$ cat src/rtl/lpg_pkg.sv
// Package for the line pixel generator.
// Holds the frame geometry, field widths and the operation codes; no dependencies.
package lpg_pkg;

  // Frame width in pixels, used for the linear pixel index.
  localparam int unsigned WIDTH = 640;

  // Field widths of the item payloads.
  localparam int unsigned COL_W = 10;
  localparam int unsigned ROW_W = 9;
  localparam int unsigned IDX_W = 19;
  localparam int unsigned CLR_W = 8;

  // Product of row span and column offset, the dividend of the walk.
  localparam int unsigned PROD_W = ROW_W + COL_W;

  // Width of the divider's step counter, which counts down from PROD_W.
  localparam int unsigned DIV_CNT_W = $clog2(PROD_W + 1);

  // Operation codes carried on the input channel.
  localparam logic OP_LOAD = 1'b0;
  localparam logic OP_STEP = 1'b1;

endpackage

$ cat src/rtl/lpg_divider.sv
// Radix-2 restoring divider, one quotient bit per cycle.
// Depends on lpg_pkg for the dividend and divisor widths.
module lpg_divider
  import lpg_pkg::*;
(
  input  logic              clk,
  input  logic              rst,
  input  logic              start,
  input  logic [PROD_W-1:0] dividend,
  input  logic [COL_W-1:0]  divisor,
  output logic              done,
  output logic [PROD_W-1:0] quotient
);

  logic                 busy;
  logic [DIV_CNT_W-1:0] count;
  logic [PROD_W-1:0]    quot;
  logic [COL_W-1:0]     rem;
  logic [COL_W-1:0]     div_reg;
  logic [COL_W:0]       trial;
  logic                 fits;

  // Shift the next dividend bit into the partial remainder and compare.
  assign trial = {rem, quot[PROD_W-1]};
  assign fits  = trial >= {1'b0, div_reg};

  always_ff @(posedge clk) begin
    if (rst) begin
      busy  <= 1'b0;
      done  <= 1'b0;
      count <= '0;
    end else begin
      done <= 1'b0;
      if (start) begin
        busy    <= 1'b1;
        count   <= DIV_CNT_W'(PROD_W);
        quot    <= dividend;
        rem     <= '0;
        div_reg <= divisor;
      end else if (busy) begin
        // One restoring step: subtract when the divisor fits.
        if (fits) begin
          rem <= COL_W'(trial - {1'b0, div_reg});
        end else begin
          rem <= trial[COL_W-1:0];
        end
        quot  <= {quot[PROD_W-2:0], fits};
        count <= count - 1'b1;
        if (count == DIV_CNT_W'(1)) begin
          busy <= 1'b0;
          done <= 1'b1;
        end
      end
    end
  end

  assign quotient = quot;

endmodule

$ cat config.mk
export PLATFORM = sky130hd
export DESIGN_NAME = lpg_divider
export DESIGN_NICKNAME = d
export VERILOG_FILES = /design/src/rtl/lpg_pkg.sv /design/src/rtl/lpg_divider.sv
export SDC_FILE = /design/constraint.sdc
export NUM_CORES = 1
export LEC_CHECK = 0
export BUFFER_PORTS_ARGS = -buffer_cell sky130_fd_sc_hd__buf_2
export CORE_AREA = 2 2 68 70
export CTS_BUF_LIST = sky130_fd_sc_hd__clkbuf_8
export DETAILED_ROUTE_END_ITERATION = 8
export DIE_AREA = 0 0 70 72
export PLACE_DENSITY = 0.78
export SYNTH_ARGS = -nofsm -noshare
export SYNTH_HDL_FRONTEND = slang
export SYNTH_SLANG_ARGS = --single-unit
$ cat constraint.sdc
create_clock -name clk -period 3.04 [get_ports clk]
set_input_delay 0.152 -clock clk [delete_from_list [all_inputs] [get_ports clk]]
set_output_delay 0.152 -clock clk [all_outputs]
set_load 0.02 [all_outputs]
Word level (Yosys, flattened, before mapping)
Index checks and enable logic that the tools add are counted.
- bits in registers: 46
- output and inout bits: 20
- word-level logic and storage cells: 28
- add/sub/neg operators: 2
- $lt $le $gt $ge: 1
- eq/ne operators: 1
- mux-type cells: 10
- bitwise operators: 2
- reductions and logical operators: 5
- operators by type and width (operator ; number):
    2-to-1 mux 19 bit ; 2
    2-to-1 mux 10 bit ; 2
    greater-or-equal comparator 11 x 10 -> 1 bit ; 1
    2-to-1 mux 5 bit ; 2
    subtractor 10 bit ; 1
    equality test 5 x 1 -> 1 bit, second input constant ; 1
    subtractor 5 x 1 -> 5 bit, second input constant ; 1
    2-to-1 mux 1 bit ; 4
    AND reduction 2 bit ; 2
    OR reduction 3 bit ; 1
    NOT 1 bit ; 2
    nonzero test 2 bit ; 1
    OR reduction 2 bit ; 1

Longest topological paths before layout
Gate-level depths: netlist (run 1).
- word-level depth: 4
- depth in mapped cells: 10
- depth with buffers taken out: 10

Worst setup path after synthesis (run 1)
Ideal clock, no wire load.
- path kind: input to register
- from: input port start
- to: register quot[0] (netlist: quotient[0]), enable pin
- setup time: 415 ps
- data arrival time: 2000 ps
- slack: 625 ps
- stages: 4
- path buffers: 2
- path through: clkbuf_1 -> clkbuf_1 -> nor2_1 -> nor2_1
- word-level cells in the longest chain between the ends: 2
- ends and longest elaborated chain (element ; line ; RTL):
    start: declaration ; lpg_divider.sv:8 ; input logic start,
    nonzero test 2 bit (no source line) ; -- ;
    AND reduction 2 bit (no source line) ; -- ;
    end signal: assignment ; lpg_divider.sv:37 ; quot <= dividend;
    end signal: assignment ; lpg_divider.sv:47 ; quot <= {quot[PROD_W-2:0], fits};
    end: declaration ; lpg_divider.sv:17 ; logic [PROD_W-1:0] quot;
No other way between the ends.
A chain may end at the register's enable or synchronous reset.

Worst setup path after layout (run 1)
- from: register quot[18] (netlist: quotient[18])
- to: register rem[6] (data pin)
- word-level cells in the longest chain between the ends: 3
- elaborated cells on any way between the ends: 4
- classes of those cells: 1 x add/sub; 1 x order compare; 2 x mux
- ends and longest elaborated chain (element ; line ; RTL):
    subtractor 10 bit / greater-or-equal comparator 11 x 10 -> 1 bit (equally long branches) ; lpg_divider.sv:43, lpg_divider.sv:25 ;
    2-to-1 mux 10 bit * ; lpg_divider.sv:42 ; if (fits) begin
    2-to-1 mux 10 bit * ; lpg_divider.sv:40 ; end else if (busy) begin
    end signal: assignment ; lpg_divider.sv:43 ; rem <= COL_W'(trial - {1'b0, div_reg});
    end signal: assignment ; lpg_divider.sv:45 ; rem <= trial[COL_W-1:0];
    end: declaration ; lpg_divider.sv:18 ; logic [COL_W-1:0] rem;
Mark *: on every way between the ends. The rest lies on a longest branch, timed or not. The select of a mux whose other input is x is not followed.

==> results of run 1 <==
==> layout by cell type, fill, tap and decap left out, types with 2 or more instances in the layout <==
| master | netlist | routed |
|---|---|---|
| inv_1 | 14 | 16 |
| edfxtp_1 | 39 | 39 |
| a211oi_1 | 4 | 4 |
| buf_2 | 0 | 51 |
| nor3_1 | 5 | 5 |
| nor4b_1 | 2 | 2 |
| clkbuf_8 | 0 | 5 |
| dfxtp_1 | 7 | 7 |
| nand2_1 | 6 | 6 |
| mux2i_1 | 6 | 6 |
| nor2_1 | 19 | 18 |
| nand3b_1 | 3 | 3 |
| ha_1 | 12 | 12 |
| mux2_2 | 19 | 19 |
| o211ai_1 | 3 | 3 |
| xnor2_1 | 8 | 8 |
| nand3_1 | 2 | 2 |
| o21ai_0 | 5 | 5 |
| a21oi_1 | 11 | 11 |
| buf_4 | 0 | 2 |
==> cell type report <==
class / count / area, um2
clock buffer: 5 / 68.8
clock inverter: 3 / 37.5
fill: 334 / 1500
inverter: 14 / 52.6
multi-input combinational: 123 / 961
sequential: 46 / 1310
tap: 52 / 65.1
timing repair buffer: 53 / 270
==> routing by layer <==
| metal | track usage | part of all wire | vias up |
|---|---|---|---|
| met4 | 0.0513 | 0.0078 | 0 |
| met3 | 0.0694 | 0.083 | 4 |
| met1 | 0.218 | 0.40 | 752 |
| met2 | 0.317 | 0.51 | 60 |
| li1 | - | - | 800 |
| met5 | 0 | 0 | - |
==> Yosys cell counts, types with 2 or more instances <==
cell type / n
a211oi_1: 4
a21oi_1: 11
clkbuf_1: 5
dfxtp_1: 7
edfxtp_1: 39
ha_1: 12
inv_1: 14
mux2_2: 19
mux2i_1: 6
nand2_1: 6
nand3_1: 2
nand3b_1: 3
nor2_1: 19
nor3_1: 5
nor4b_1: 2
o211ai_1: 3
o21ai_0: 5
xnor2_1: 8
==> logic make-up after synthesis <==
family,after synthesis
DFF,46
and+or+nand+nor,45
AOI/OAI and AO/OA,31
muxes,25
buffers and inverters,20
adders and majority gates,13
xor gates and xnor gates,9
==> how the worst min path moves through the flow <==
stage | end | slack [ps] | cells past startpoint
6_report | div_reg[3]$_DFFE_PP_ | 30 | 1
3_5_place_dp | div_reg[8]$_DFFE_PP_ | 330 | 1
3_3_place_gp | div_reg[1]$_DFFE_PP_ | 330 | 1
2_1_floorplan | div_reg[0]$_DFFE_PP_ | 250 | 0
5_1_grt | div_reg[8]$_DFFE_PP_ | 20 | 1
4_1_cts | div_reg[1]$_DFFE_PP_ | 20 | 1
==> stage by stage <==
step | hold slack (ps) | power, mW | area, um2 | util
after global routing | 16.3 | 1.62 | 2770 | 0.649
after global placement | 330 | 1.12 | 2660 | 0.624
after detailed placement | 331 | 1.12 | 2660 | 0.624
after CTS | 21.6 | 1.56 | 2770 | 0.649
after floorplan | 251 | 1.04 | 2350 | -
final | 28.0 | 1.54 | 2770 | 0.649
==> report_power, final <==
group / switching, mW / leakage (nW) / internal [mW] / total [mW]
clock: 0.195 / 0.0607 / 0.239 / 0.435
combinational: 0.186 / 0.664 / 0.152 / 0.338
sequential: 0.0261 / 0.430 / 0.746 / 0.772
==> metrics.md, run 1 <==
| Metric | Value |
|---|---|
| Die Area | `5040 um2` |
| HPWL after detailed placement | `3110 um` |
| R2R cell count | `10` |
| CP Cell Sequence | `inv_1 > ha_1 > inv_1 > fa_1 > a211oi_1 > o21bai_1 > a21oi_1 > xnor2_1 > mux2i_1 > nor2_1` |
| Post-route clock period utilization | `0.775` |
| Share of cells above drive strength 1 | `0.336` |
| Clock Skews | `3.05 ps` |
| Largest family of logic cells by synthesized area | `multiplexers` |
| Slew margin rel. | `0.416` |
| RSZ-0062 raised after global routing | `false` |
| Max-slew violation count | `0` |
| IO Port Bufs | `51` |
| Required @ worst endpoint | `3080 ps` |
| Crit. End Element | `flip-flop` |
| Postcts setup bufs | `0` |
| Mux contribution to synthesized area | `0.116` |
| Nets | `288` |
| Die W | `70 um` |
| Largest net degree at the start of global routing | `33` |
| Slowest-stage cell, CP | `fa_1` |
| DR WL/cell | `14.7 um` |
| CTS tree | `done` |
| CTS root buf | `clkbuf_8` |
| Post-Synth XOR/XNOR Area | `0.0335` |
| Final GP Congestion | `0.850` |
| Max-Cap Viols | `0` |
| # hold bufs at CTS | `0` |
| Largest cells by area after synthesis | `edfxtp_1, mux2_2, ha_1` |
| Synthesized cell area | `2350 um2` |
| Resized Gates After CTS | `0` |
| Power per cell area | `558 nW/um2` |
| Worst reg2reg path startpoint | `quotient[18]$_DFFE_PP_` |
| Ant diodes | `0` |
| First-pass GRT wire length | `7210 um` |
| Place WS | `745 ps` |
| CP max FO | `3` |
| Area growth, synth to finish | `17.6%` |
| Setup violations, final | `0` |
| Crit-path leading delay family | `compound AO/OA/AOI/OAI gates` |
| Ys Warns | `0` |
| Worst r2r dst | `rem[6]$_SDFFCE_PP0P_` |
| Max clock buf depth | `2` |
| Clock transition at the registers of the reported paths | `80 ps` |
| Synth Area in Compound Gates | `0.0856` |
| Synth cell types | `37` |
| Num CTS Buffers | `5` |
| Clock Sinks | `46` |
| WP depth | `10` |
| H-tree Lvls | `2` |
| Max Clock Freq | `425 MHz` |
| Layout Cells excl Fill | `296` |
| Initial antenna violation count | `0` |
| Yosys reg bits | `46` |
| Worst-Margin Slew | `873 ps` |
| IO Count | `52` |
| Max reg flops | `19` |
| CP startpoint kind | `flip-flop` |
| DRT Pass-1 Iters | `4` |
| Synth Instances | `189` |
| Grt ovf | `0` |
| Drt drc | `0` |
| ANT nets after route | `0` |
| Crit path top cell by count | `inv_1` |
| Skew-Pair Late Insertion Delay | `290 ps` |
| Hold Crit Start | `divisor[3]` |
| Fin. Hold Viols | `0` |
| Routed WL | `4340 um` |
| Row cnt | `24` |
| CP Launch Point | `quotient[18]$_DFFE_PP_` |
| DRT iter0 DRCs | `42` |
| Synth area leader | `edfxtp_1` |
| CP Buf/Inv Count | `2` |
| Fin crit period | `2350 ps` |
| Async S/R FF share, synth | `0` |
| Top cell type's share of synthesized area | `0.498` |
| Placed Cells incl. Taps | `288` |
| Via density | `5.46` |
| CP endpoint | `rem[6]$_SDFFCE_PP0P_` |
| Flop-to-flop setup slack | `690 ps` |
| Worst Setup Path Type | `flip-flop to flip-flop` |
| Hold WC Path Type | `primary input to flip-flop` |
| Initial core utilization | `0.552` |
| CP arrival | `2390 ps` |
| Routed via count | `1616` |
| Tot GR Track Use | `0.184` |
| Post-Synth Adder-Cell Area | `0.0723` |
| Simple-Gate Fraction of Synth Area | `0.0995` |
| Core Region | `4260 um2` |
| Number of synthesized flops with an enable pin | `39` |
| Die height | `72 um` |
| Leakage | `1.15 nW` |
| Setup TNS Final | `0 ps` |
| Max IR drop VDD | `0.345 mV` |
| CP max stage delay | `430 ps` |
| Post-Synthesis Mean Instance Area | `12.4 um2` |
| Vias in the first global route | `1552` |
| Top_reg_cell synth | `edfxtp_1` |
| Register area share after synthesis | `0.557` |
| Final worst setup slack | `685 ps` |
| Status | `completed` |
| Post-Syn Nets | `234` |
(Power assumes the default switching activity.)
==> run 2, diff against run 1 <==
- CORE_AREA: 2 2 68 70 -> 2 2 72 74
- DIE_AREA: 0 0 70 72 -> 0 0 74 76
- PLACE_DENSITY: 0.78 -> 0.73
- clock period: 3.04 -> 2 ns (I/O delays scaled with it)
==> metrics.md, run 2 (synthesis gave the netlist of run 1 again) <==
| Metric | Value |
|---|---|
| Crit. End Element | `flip-flop (unchanged)` |
| Die height | `76 um (was 72 um)` |
| GRT busiest layer | `met2 (unchanged)` |
| Worst-Margin Slew | `429 ps (was 873 ps)` |
| Met3 Usage GRT | `0.0357 (was 0.0694)` |
| Via density | `4.96 (was 5.46)` |
| Max clock buf depth | `2 (unchanged)` |
| Most frequent cells in the layout | `buf_2, edfxtp_1, buf_4, mux2_2, nor2_1 (was buf_2, edfxtp_1, mux2_2, nor2_1, inv_1)` |
| Final hold slack | `90.3 ps (was 28.0 ps)` |
| CP Launch Point | `quotient[18]$_DFFE_PP_ (unchanged)` |
| Initial core utilization | `0.479 (was 0.552)` |
| Routed via count | `1806 (was 1616)` |
| Post-placement cell area | `2870 um2 (was 2660 um2)` |
| Power per cell area | `791 nW/um2 (was 558 nW/um2)` |
| Max-Cap Viols | `0 (unchanged)` |
| DR WL/cell | `15.0 um (was 14.7 um)` |
| Largest net degree at the start of global routing | `19 (was 33)` |
| Setup TNS Final | `-1110 ps (was 0 ps)` |
| Max-slew violation count | `0 (unchanged)` |
| Commonest non-fill, non-tap cell in the layout | `buf_2 (unchanged)` |
| Fin util | `0.689 (was 0.649)` |
| Skew-Pair Late Insertion Delay | `290 ps (about the same)` |
| Max IR drop VDD | `0.458 mV (was 0.345 mV)` |
| CTS root buf | `clkbuf_8 (unchanged)` |
| IO Count | `52 (unchanged)` |
| Tot GR Track Use | `0.210 (was 0.184)` |
| Post-route clock period utilization | `1.09 (was 0.775)` |
| Met1 global-route usage | `0.274 (was 0.218)` |
| Final GP Congestion | `0.837 (was 0.850)` |
| Nets | `338 (was 288)` |
| CTS tree | `done (unchanged)` |
| Grt ovf | `0 (unchanged)` |
| Fin. Hold Viols | `0 (unchanged)` |
| CP arrival | `2230 ps (was 2390 ps)` |
| Max reg flops | `19 (unchanged)` |
| Die W | `74 um (was 70 um)` |
| CP Buf/Inv Count | `3 (was 2)` |
| Hold WC Path Type | `primary input to flip-flop (unchanged)` |
| Setup violations, final | `11 (was 0)` |
| Max Clock Freq | `460 MHz (was 425 MHz)` |
| WP depth | `10 (unchanged)` |
| Share of cells above drive strength 1 | `0.503 (was 0.336)` |
| First-pass GRT wire length | `8980 um (was 7210 um)` |
| Worst Setup Path Type | `flip-flop to flip-flop (unchanged)` |
| Vias in the first global route | `1856 (was 1552)` |
| Clock Skews | `7.08 ps (was 3.05 ps)` |
| Final worst setup slack | `-175 ps (was 685 ps)` |
| Initial antenna violation count | `0 (unchanged)` |
| Core Region | `4910 um2 (was 4260 um2)` |
| Total power draw | `2.68 mW (was 1.54 mW)` |
| Clock Sinks | `46 (unchanged)` |
| Slowest-stage cell, CP | `edfxtp_1 (was fa_1)` |
| HPWL after detailed placement | `3650 um (was 3110 um)` |
| DRT Pass-1 Iters | `4 (unchanged)` |
| Area growth, synth to finish | `43.9% (was 17.6%)` |
| Flop-to-flop setup slack | `-170 ps (was 690 ps)` |
| IO Port Bufs | `51 (unchanged)` |
| Routed WL | `5470 um (was 4340 um)` |
| Slew margin rel. | `0.712 (was 0.416)` |
| CP max FO | `4 (was 3)` |
| Clock transition at the registers of the reported paths | `90 ps (was 80 ps)` |
| ANT nets after route | `0 (unchanged)` |
| Leakage | `1.41 nW (was 1.15 nW)` |
| Required @ worst endpoint | `2050 ps (was 3080 ps)` |
| RSZ-0062 raised after global routing | `true (was false)` |
| Cell area after layout | `3390 um2 (was 2770 um2)` |
| CP startpoint kind | `flip-flop (unchanged)` |
| DRT iter0 DRCs | `90 (was 42)` |
| Hold path depth | `2 (was 1)` |
| Crit-path leading delay family | `compound AO/OA/AOI/OAI gates (unchanged)` |
| Crit path top cell by count | `buf_4 (was inv_1)` |
| Drt drc | `0 (unchanged)` |
| Die Area | `5620 um2 (was 5040 um2)` |
| Status | `finished, violations left (was completed)` |
| Worst reg2reg path startpoint | `quotient[18]$_DFFE_PP_ (unchanged)` |
| Ant diodes | `0 (unchanged)` |
| Hold Crit Start | `rst (was divisor[3])` |
| Violated checks | `negative setup slack` |
| Fin crit period | `2170 ps (was 2350 ps)` |
| CP Cell Sequence | `inv_2 > ha_4 > nand2b_4 > a211o_1 > a21oi_4 > o21ai_4 > buf_4 > buf_4 > mux2i_2 > nor2_1 (was inv_1 > ha_1 > inv_1 > fa_1 > a211oi_1 > o21bai_1 > a21oi_1 > xnor2_1 > mux2i_1 > nor2_1)` |
| Num CTS Buffers | `5 (unchanged)` |
| Row cnt | `26 (was 24)` |
| H-tree Lvls | `2 (unchanged)` |
| R2R cell count | `10 (unchanged)` |
| M2 GR Usage | `0.347 (was 0.317)` |
| CP max stage delay | `420 ps (was 430 ps)` |
[run 2: final timing paths]
path	endpoint
worst min register to register	count[4]$_SDFFE_PP0N_
worst min-delay path	count[4]$_SDFFE_PP0N_
worst max register to register	rem[8]$_SDFFCE_PP0P_
worst max-delay path	rem[8]$_SDFFCE_PP0P_
[run 2: layout make-up]
| cell class | count | area, um2 |
|---|---|---|
| Clock buffer | 5 | 68.8 |
| Inverter | 14 | 52.6 |
| Tap cell | 70 | 87.6 |
| Multi-Input combinational cell | 123 | 1120 |
| Sequential cell | 46 | 1310 |
| Clock inverter | 3 | 41.3 |
| Fill cell | 352 | 1530 |
| Timing Repair Buffer | 103 | 706 |
[run 2: per-layer routing]
metal | routed length, um | share of wire
met5 | 0 | 0
met1 | 2320 | 0.42
met4 | 87 | 0.016
met3 | 129 | 0.024
met2 | 2930 | 0.54
[run 2: power by group]
group          total, mW  switching, mW  internal (mW)
clock              0.672          0.304          0.368
sequential          1.18         0.0463           1.13
combinational      0.827          0.382          0.445
total               2.68          0.733           1.95
[run 2: metrics by stage]
stage	worst slack [ps]	cells
6_report	-175	364
5_1_grt	-249	364
4_1_cts	-128	360
3_5_place_dp	-175	327
3_3_place_gp	-166	327
2_1_floorplan	-105	189
[run 2: timing repair]
action	CTS	global route
pin swaps	13	17
hold endpoints to repair	10	0
gates resized for setup	19	12
hold buffers	10	0
buffers inserted	15	4
endpoints found under the setup margin	11	11
[run 2: worst register-to-register path: cells and delay by family, from the launching register on]
kind            cells  cell delay, ps
flops               1             420
fa+ha+maj           1             190
compound gates      3             600
buf+inv             3             380
simple gates        2             190
mux                 1             160
==> run 3, diff against run 2 <==
- PLACE_DENSITY: 0.73 -> 0.86
- SLEW_MARGIN: not set -> 5
==> metrics.md, run 3 (synthesis gave the netlist of run 1 again) <==
| Metric | Value |
|---|---|
| Status | `finished, violations left (unchanged)` |
| Violated checks | `negative setup slack (unchanged)` |
| H-tree Lvls | `2 (unchanged)` |
| Flop-to-flop setup slack | `-130 ps (was -170 ps)` |
| Power per cell area | `772 nW/um2 (was 791 nW/um2)` |
| Initial core utilization | `0.479 (unchanged)` |
| Max reg flops | `19 (unchanged)` |
| Slew margin rel. | `0.728 (was 0.712)` |
| Tot GR Track Use | `0.200 (was 0.210)` |
| Worst-Margin Slew | `404 ps (was 429 ps)` |
| Max-slew violation count | `0 (unchanged)` |
| Max Clock Freq | `471 MHz (was 460 MHz)` |
| ANT nets after route | `0 (unchanged)` |
| Crit path top cell by count | `buf_4 (unchanged)` |
| CP startpoint kind | `flip-flop (unchanged)` |
| DRT iter0 DRCs | `134 (was 90)` |
| Clock transition at the registers of the reported paths | `90 ps (about the same)` |
| Required @ worst endpoint | `2060 ps (was 2050 ps)` |
| CP max FO | `2 (was 4)` |
| Multi-input combinational cell area | `1110 um2 (was 1120 um2)` |
| Area growth, synth to finish | `38.0% (was 43.9%)` |
| Layout Cells excl Fill | `353 (was 364)` |
| Largest net degree at the start of global routing | `31 (was 19)` |
| Switching Share | `0.297 (was 0.273)` |
| Nets | `327 (was 338)` |
| Routed via count | `1816 (was 1806)` |
| Fin crit period | `2130 ps (was 2170 ps)` |
| Logic pwr share | `0.299 (was 0.309)` |
| Clock Sinks | `46 (unchanged)` |
| Placed Cells incl. Taps | `322 (was 327)` |
| Leakage | `1.34 nW (was 1.41 nW)` |
| First-pass GRT wire length | `8630 um (was 8980 um)` |
| Vias in the first global route | `1854 (was 1856)` |
| Die Area | `5620 um2 (unchanged)` |
| Ant diodes | `0 (unchanged)` |
| CP Cell Sequence | `ha_1 > nand4_1 > buf_4 > a21oi_2 > nor2_1 > buf_4 > nand2_1 > nor4bb_4 > nor3_1 (was inv_2 > ha_4 > nand2b_4 > a211o_1 > a21oi_4 > o21ai_4 > buf_4 > buf_4 > mux2i_2 > nor2_1)` |
| CP max stage delay | `440 ps (was 420 ps)` |
| Max clock buf depth | `2 (unchanged)` |
| Num CTS Buffers | `5 (unchanged)` |
| Seq. cell area | `1310 um2 (unchanged)` |
| Crit. End Element | `flip-flop (unchanged)` |
| DRT Pass-1 Iters | `4 (unchanged)` |
| Share of cells above drive strength 1 | `0.459 (was 0.503)` |
| Clk pwr share | `0.231 (was 0.251)` |
| DR WL/cell | `15.5 um (was 15.0 um)` |
| Grt ovf | `0 (unchanged)` |
| IO Count | `52 (unchanged)` |
| Max-Cap Viols | `0 (unchanged)` |
| Die height | `76 um (unchanged)` |
| Hold WC Path Type | `primary input to flip-flop (unchanged)` |
| Routed WL | `5460 um (was 5470 um)` |
| Post-route clock period utilization | `1.06 (was 1.09)` |
| Worst Setup Path Type | `flip-flop to flip-flop (unchanged)` |
| Most frequent cells in the layout | `buf_2, edfxtp_1, buf_4, mux2_2, nor2_1 (unchanged)` |
| Max IR drop VDD | `0.604 mV (was 0.458 mV)` |
| Row cnt | `26 (unchanged)` |
| Via density | `5.14 (was 4.96)` |
| Initial antenna violation count | `0 (unchanged)` |
| P_sw | `0.744 mW (was 0.733 mW)` |
| IO Port Bufs | `51 (unchanged)` |
| Final GP Congestion | `0.909 (was 0.837)` |
| CTS tree | `done (unchanged)` |
| Die W | `74 um (unchanged)` |
| CTS root buf | `clkbuf_8 (unchanged)` |
| Commonest non-fill, non-tap cell in the layout | `buf_2 (unchanged)` |
| RSZ-0062 raised after global routing | `true (unchanged)` |
| Clock Skews | `10.1 ps (was 7.08 ps)` |
| HPWL after detailed placement | `3640 um (was 3650 um)` |
| Final worst setup slack | `-125 ps (was -175 ps)` |
| Setup violations, final | `8 (was 11)` |
| Filler cells | `348 (was 352)` |
| Sequential power share | `0.470 (was 0.440)` |
| Int Pwr | `1.76 mW (was 1.95 mW)` |
| Fin. Hold Viols | `0 (unchanged)` |
| Total power draw | `2.51 mW (was 2.68 mW)` |
| Slowest-stage cell, CP | `edfxtp_1 (unchanged)` |
| CP arrival | `2180 ps (was 2230 ps)` |
| Skew-Pair Late Insertion Delay | `310 ps (was 290 ps)` |
| Core Region | `4910 um2 (unchanged)` |
| Place WS | `-171 ps (was -175 ps)` |
| Drt drc | `0 (unchanged)` |
run 3: cell types whose count changed in the layout (fill, tap and decap cells not counted), sizes merged:
cell / delta
o21ai: +1
clkinvlp: -1
bufinv: -1
buf: -12
clkinv: +2
run 3: power by group through the flow:
| stage | clock, mW | sequential [mW] | combinational [mW] |
|---|---|---|---|
| global placement | 0 | 1.19 | 0.569 |
| floorplan | 0 | 1.22 | 0.376 |
| detailed placement | 0 | 1.20 | 0.590 |
| global route | 0.614 | 1.19 | 0.812 |
| CTS | 0.591 | 1.18 | 0.690 |
| finish | 0.579 | 1.18 | 0.749 |
run 3: worst max-delay path, delay by kind of cell, from the launching register on:
kind / cells / cell delay (ps)
simple gates: 5 / 670
flops: 1 / 440
buf+inv: 2 / 330
fa+ha+maj: 1 / 320
compound gates: 1 / 130
run 3: timing repair:
action	4_1_cts	5_1_grt
gates cloned	1	0
endpoints found under the setup margin	11	11
gates resized for setup	12	5
pin swaps	5	3
endpoints found under the hold margin	10	0
setup buffers	4	8
hold buffers	10	0
run 3: area by class of cell:
| class | count | share of cell area |
|---|---|---|
| sequential | 46 | 0.404 |
| tap | 70 | 0.0270 |
| multi-input combinational | 124 | 0.343 |
| inverter | 14 | 0.0162 |
| clock inverter | 3 | 0.00578 |
| clock buffer | 5 | 0.0212 |
| timing repair buffer | 91 | 0.183 |
run 3: stage by stage:
step | TNS, ps | instance area (um2) | hold WS [ps] | util
4_1_cts | -393 | 3170 | 65.7 | 0.645
6_report | -517 | 3250 | 69.0 | 0.661
5_1_grt | -1500 | 3250 | 81.0 | 0.661
3_3_place_gp | -1060 | 2830 | 278 | 0.577
2_1_floorplan | -278 | 2390 | 199 | -
3_5_place_dp | -1180 | 2830 | 278 | 0.577
run 3: path summary, 6_finish.rpt:
| kind | startpoint | end | cells after the start |
|---|---|---|---|
| max | rem[2]$_SDFFCE_PP0P_ | rem[9]$_SDFFCE_PP0P_ | 9 |
| min | rst | count[4]$_SDFFE_PP0N_ | 2 |
| max reg2reg | rem[2]$_SDFFCE_PP0P_ | rem[9]$_SDFFCE_PP0P_ | 9 |
| min reg2reg | busy$_SDFF_PP0_ | done$_SDFF_PP0_ | 1 |
run 3: layer usage:
metal  share of wire  wire [um]  vias to the layer above  GRT usage
met2            0.53       2920                       63      0.336
met5               0          0                        -          0
met4           0.030        165                        0     0.0927
met3           0.043        235                       17     0.0450
met1            0.39       2140                      858      0.237
li1                -          -                      878          -
